==> src/hw/rtl/rmt_pkg.sv <==
// rmt_pkg: shared types and constants of the running mode tracker.
// Holds the table entry layout, the controller states and the field widths.
// No dependencies.
`timescale 1ns / 1ps
`default_nettype none

package rmt_pkg;

  // Field widths of the stream words
  localparam int KEY_W      = 32;
  localparam int COUNT_W    = 16;
  localparam int IN_DATA_W  = 32;
  localparam int OUT_DATA_W = 56;
  localparam int OUT_PAD_W  = OUT_DATA_W - KEY_W - COUNT_W - 1;

  // Hash fold width
  localparam int FOLD_W = 16;

  // Set epoch tag kept with every entry; tag zero means empty
  localparam int EPOCH_W = 8;
  localparam logic [EPOCH_W-1:0] EPOCH_EMPTY = '0;
  localparam logic [EPOCH_W-1:0] EPOCH_FIRST = EPOCH_W'(1);
  localparam logic [EPOCH_W-1:0] EPOCH_LAST  = '1;

  localparam logic [COUNT_W-1:0] COUNT_MAX = '1;

  typedef struct packed {
    logic [EPOCH_W-1:0] tag;
    logic [KEY_W-1:0]   key;
    logic [COUNT_W-1:0] count;
  } entry_t;

  typedef enum logic [1:0] {
    S_CLEAR,
    S_IDLE,
    S_LOOKUP,
    S_CHECK
  } state_t;

endpackage

`default_nettype wire

==> src/hw/rtl/rmt_table_mem.sv <==
// rmt_table_mem: single-port-write, single-port-read table of key/count entries.
// Read data is registered and holds until the next read.
// Depends on rmt_pkg.
`timescale 1ns / 1ps
`default_nettype none

module rmt_table_mem #(
  parameter int DEPTH = 64
) (
  input  wire logic                     clk,
  input  wire logic                     rd_en,
  input  wire logic [$clog2(DEPTH)-1:0] rd_addr,
  output rmt_pkg::entry_t               rd_data,
  input  wire logic                     wr_en,
  input  wire logic [$clog2(DEPTH)-1:0] wr_addr,
  input  rmt_pkg::entry_t               wr_data
);
  import rmt_pkg::*;

  entry_t mem_r [DEPTH];
  entry_t rd_data_r;

  // write port
  always_ff @(posedge clk) begin
    if (wr_en) begin
      mem_r[wr_addr] <= wr_data;
    end
  end

  // registered read port
  always_ff @(posedge clk) begin
    if (rd_en) begin
      rd_data_r <= mem_r[rd_addr];
    end
  end

  assign rd_data = rd_data_r;

endmodule

`default_nettype wire

==> config.mk <==
export PLATFORM = sky130hd
export DESIGN_NAME = rmt_table_mem
export DESIGN_NICKNAME = d
export VERILOG_FILES = /design/src/hw/rtl/rmt_pkg.sv /design/src/hw/rtl/rmt_table_mem.sv
export SDC_FILE = /design/constraint.sdc
export NUM_CORES = 2
export LEC_CHECK = 0
export ABC_CLOCK_PERIOD_IN_PS = 5500
export BUFFER_PORTS_ARGS = -buffer_cell sky130_fd_sc_hd__buf_2
export CAP_MARGIN = 20
export CORE_AREA = 10 10 598 600
export CTS_BUF_LIST = sky130_fd_sc_hd__clkbuf_2
export DETAILED_ROUTE_END_ITERATION = 10
export DIE_AREA = 0 0 608 610
export PLACE_DENSITY = 0.6
export SYNTH_ARGS = -nofsm -noshare
export SYNTH_HDL_FRONTEND = slang
export SYNTH_SLANG_ARGS = --single-unit
==> constraint.sdc <==
create_clock -name clk -period 5.5 [get_ports clk]
set_input_delay 0.275 -clock clk [delete_from_list [all_inputs] [get_ports clk]]
set_output_delay 0.275 -clock clk [all_outputs]
set_load 0.1 [all_outputs]
==> reports/results.tsv <==
stage	metric	value	unit
yosys	Main synth FF type	edfxtp_1	
routing	Antenna Violating Nets Remaining	0	
sta	final setup vio count	0	
routing	Via density	5.815	
place	dpl cell area	0.1448	sq mm
worst_setup_path	WP data required	6.97	ns
routing	DR vias	71490	
clock_network	Clock Tree Buf Depth	4	
routing	routed wire length	396900	microns
floorplan	die height	610	microns
sta	min Tclk post-route	4.496	ns
global_route	global route hottest layer	met2	
run	Max-Cap Viols	0	
global_route	first-pass GRT wire length	557400	microns
floorplan	DIE AREA	0.3709	sq mm
worst_setup_path	Worst Setup Path Type	input port to flop	
global_route	met2 usage	33.46	%
place	GP Congestion	0.7843	
layout	design area	0.1559	sq mm
yosys	Syn Area/Cell	23.12	sq um
worst_setup_path	Critical Path AT	5.96	ns
worst_setup_path	CP Max Fanout	25	
routing	DRC	0	
sta	Hold Fails Final Rpt	0	
place	PortBufs	126	
global_route	Global Route Usage Sum	20.82	%
hold_path	Hold WC Path Type	input port to flop	
global_route	met3 usage	4.038	%
power_and_ir_drop	Pwr Density	327.9	mW/mm^2
clock_network	# hold bufs at CTS	278	
power_and_ir_drop	Worst VDD drop	207.1	uV
yosys	register area share after synthesis	79.47	%
clock_network	post-CTS setup buffer count	0	
worst_setup_path	crit end category	flop	
sta	setup tns final	0	ns
layout	Layout area overhead	13.33	%
global_route	GRT Residual Overflow	0	
yosys	syn nets	6020	
clock_network	Post-CTS Resized	0	
global_route	Global Route met1 Usage	28.32	%
floorplan	Initial Utilization	39.82	%
clock_network	Reg clk slew, reported paths	0.13	ns
global_route	largest net degree at the start of global routing	117	
floorplan	IO Pins	127	
clock_network	CTS tree	yes	
sta	RSZ-0062 raised after global routing	no	
layout	layout cells sized above 1	33.88	%
worst_setup_path	Crit. Startpoint	wr_en	
sta	worst setup skew after layout	0.1510	ns
clock_network	htree depth	6	
clock_network	Root Buffer	clkbuf_2	
worst_setup_path	worst r2r src	mem_r[52][38]	
sta	Worst-Margin Slew	1.241	ns
layout	utilization after layout	45.13	%
sta	headroom to the max-slew limit	17.24	%
yosys	post-synthesis cell count	5949	
clock_network	TritonCTS Buffers	851	
place	HPWL after detailed placement	215000	microns
place	pre-CTS setup slack	1.447	ns
yosys	synth warn	0	
yosys	FF+latch count, synth	3640	
clock_network	clock insertion delay at the later pin of the skew report	1.92	ns
yosys	Syn Std Cell Area	0.1375	sq mm
global_route	initial antenna violation count	23	
sta	fin crit share	81.74	%
sta	fmax	222.4	MHz
power_and_ir_drop	Leakage	49.85	nW
status	outcome	completed	
hold_path	min-delay src	wr_data[24]	
worst_setup_path	CP Launch Type	input port	
global_route	vias in the first global route	72860	
routing	drt wl/cell	32.28	microns
yosys	Async SR Flop Fraction	0	%
floorplan	Core Area	0.3454	sq mm
floorplan	Core Rows	216	
routing	drt first pass iters	5	
floorplan	Chip Width	608	microns
yosys	Netlist cell types	46	
power_and_ir_drop	Tot Pwr	51.11	mW
clock_network	clk sinks	3640	
layout	Layout Nets	7156	
routing	DR iter-0 viols	8920	
sta	post-route setup slack	1.004	ns
yosys	Post-synth EDFFs	3640	
sta	Final Max Slew Viols	0	
==> critical path: stages <==
cell	delay (ns)
dlygate4sd3_1	0.52
dlygate4sd3_1	0.54
buf_2	0.22
nor2b_1	0.22
dlygate4sd3_1	0.57
nand4_1	0.16
nor3_2	0.15
dlygate4sd3_1	0.57
dlygate4sd3_1	0.68
buf_4	0.18
dlygate4sd3_1	1.11
buf_4	0.71
==> synthesized netlist by cell type, types with 3 or more instances <==
| library cell | count | area share [%] |
|---|---|---|
| and4b_1 | 3 | 0.022 |
| o21ai_1 | 19 | 0.069 |
| a41oi_1 | 3 | 0.019 |
| or3b_2 | 3 | 0.019 |
| buf_8 | 3 | 0.033 |
| clkbuf_1 | 122 | 0.33 |
| a22oi_1 | 73 | 0.40 |
| nor3_1 | 5 | 0.018 |
| or3_1 | 4 | 0.018 |
| buf_2 | 104 | 0.38 |
| a21oi_1 | 15 | 0.055 |
| a311oi_1 | 21 | 0.13 |
| nand3_1 | 29 | 0.11 |
| nor2_1 | 89 | 0.24 |
| a41o_1 | 9 | 0.065 |
| edfxtp_1 | 3640 | 79 |
| nor4_1 | 35 | 0.16 |
| o21a_1 | 33 | 0.18 |
| buf_4 | 68 | 0.37 |
| nand4_1 | 22 | 0.10 |
| nand2_1 | 75 | 0.20 |
| o22ai_1 | 252 | 1.1 |
| nor2b_1 | 14 | 0.064 |
| o211a_1 | 8 | 0.058 |
| mux2_2 | 31 | 0.25 |
| buf_6 | 30 | 0.25 |
| nand2b_1 | 9 | 0.041 |
| nand3b_1 | 3 | 0.016 |
| or2_2 | 5 | 0.023 |
| a211oi_1 | 37 | 0.20 |
| o211ai_1 | 6 | 0.033 |
| a221oi_1 | 3 | 0.019 |
| and3_1 | 10 | 0.045 |
| o21ai_0 | 40 | 0.15 |
| a211o_1 | 10 | 0.064 |
| a32oi_1 | 3 | 0.019 |
| and2_1 | 17 | 0.077 |
| buf_1 | 14 | 0.038 |
| mux2i_1 | 217 | 1.6 |
| o221ai_1 | 57 | 0.36 |
| mux4_2 | 803 | 13 |
==> registers in the layout, summed over array words and instances, names as in the netlist <==
signal	count
mem_r	3584
rd_data	56
==> per-layer routing <==
layer	up-vias	routed length [microns]
li1	28500	-
met1	38280	156800
met2	4007	190900
met3	691	34350
met4	12	14830
met5	-	84
==> final timing paths <==
kind                                      end  slack [ns]  cells past startpoint
worst min register to register     rd_data[3]        0.83                      4
worst max register to register    rd_data[38]        1.67                      8
worst max-delay path            mem_r[49][29]        1.00                     12
worst min-delay path            mem_r[21][24]        0.19                      4
==> cells by family after synthesis <==
group	Yosys count	share of synthesized area, %
buffers and inverters	343	1.405
multiplexers	1051	14.98
flip-flops	3640	79.47
AO/OA/AOI/OAI	591	2.982
AND/OR/NAND/NOR	324	1.163
==> report_power, final <==
| part | leakage [nW] | internal [mW] | switching [mW] | total, mW |
|---|---|---|---|---|
| logic | 11.4 | 1.14 | 2.08 | 3.22 |
| clock network | 5.65 | 6.47 | 10.6 | 17.1 |
| registers | 32.8 | 30.7 | 0.118 | 30.8 |
==> through the flow <==
| step | hold slack [ns] | instances |
|---|---|---|
| floorplan | 0.3739 | 5949 |
| global placement | 0.8429 | 10530 |
| detailed placement | 0.8350 | 10530 |
| CTS | 0.01845 | 12270 |
| global route | 0.1069 | 12290 |
| finish | 0.1878 | 12290 |
==> placed cells by master (no fill, tap or decap), drive strengths merged, types with 21 or more instances in the layout <==
cell and instances:
nand2 75, o22ai 252, dlygate4sd3 217, nor2 89, a311oi 21, edfxtp 3640
nor4 35, mux4 803, buf 408, a22oi 73, mux2i 217, a211oi 37
o21ai 59, clkbuf 1221, nand3 29, nand4 22, o221ai 57, diode 28
mux2 31, o21a 33, clkinv 200
==> layout make-up <==
type	count	area, sq um
Clock inverter	235	1269
Inverter	1	8.758
Timing Repair Buffer	625	6535
Clock buffer	1221	6111
Antenna cell	28	70.07
Fill cell	29430	189500
Multi-Input combinational cell	1966	26850
Tap cell	4578	5728
Sequential cell	3640	109300
Power figures use the tool's default switching activity.
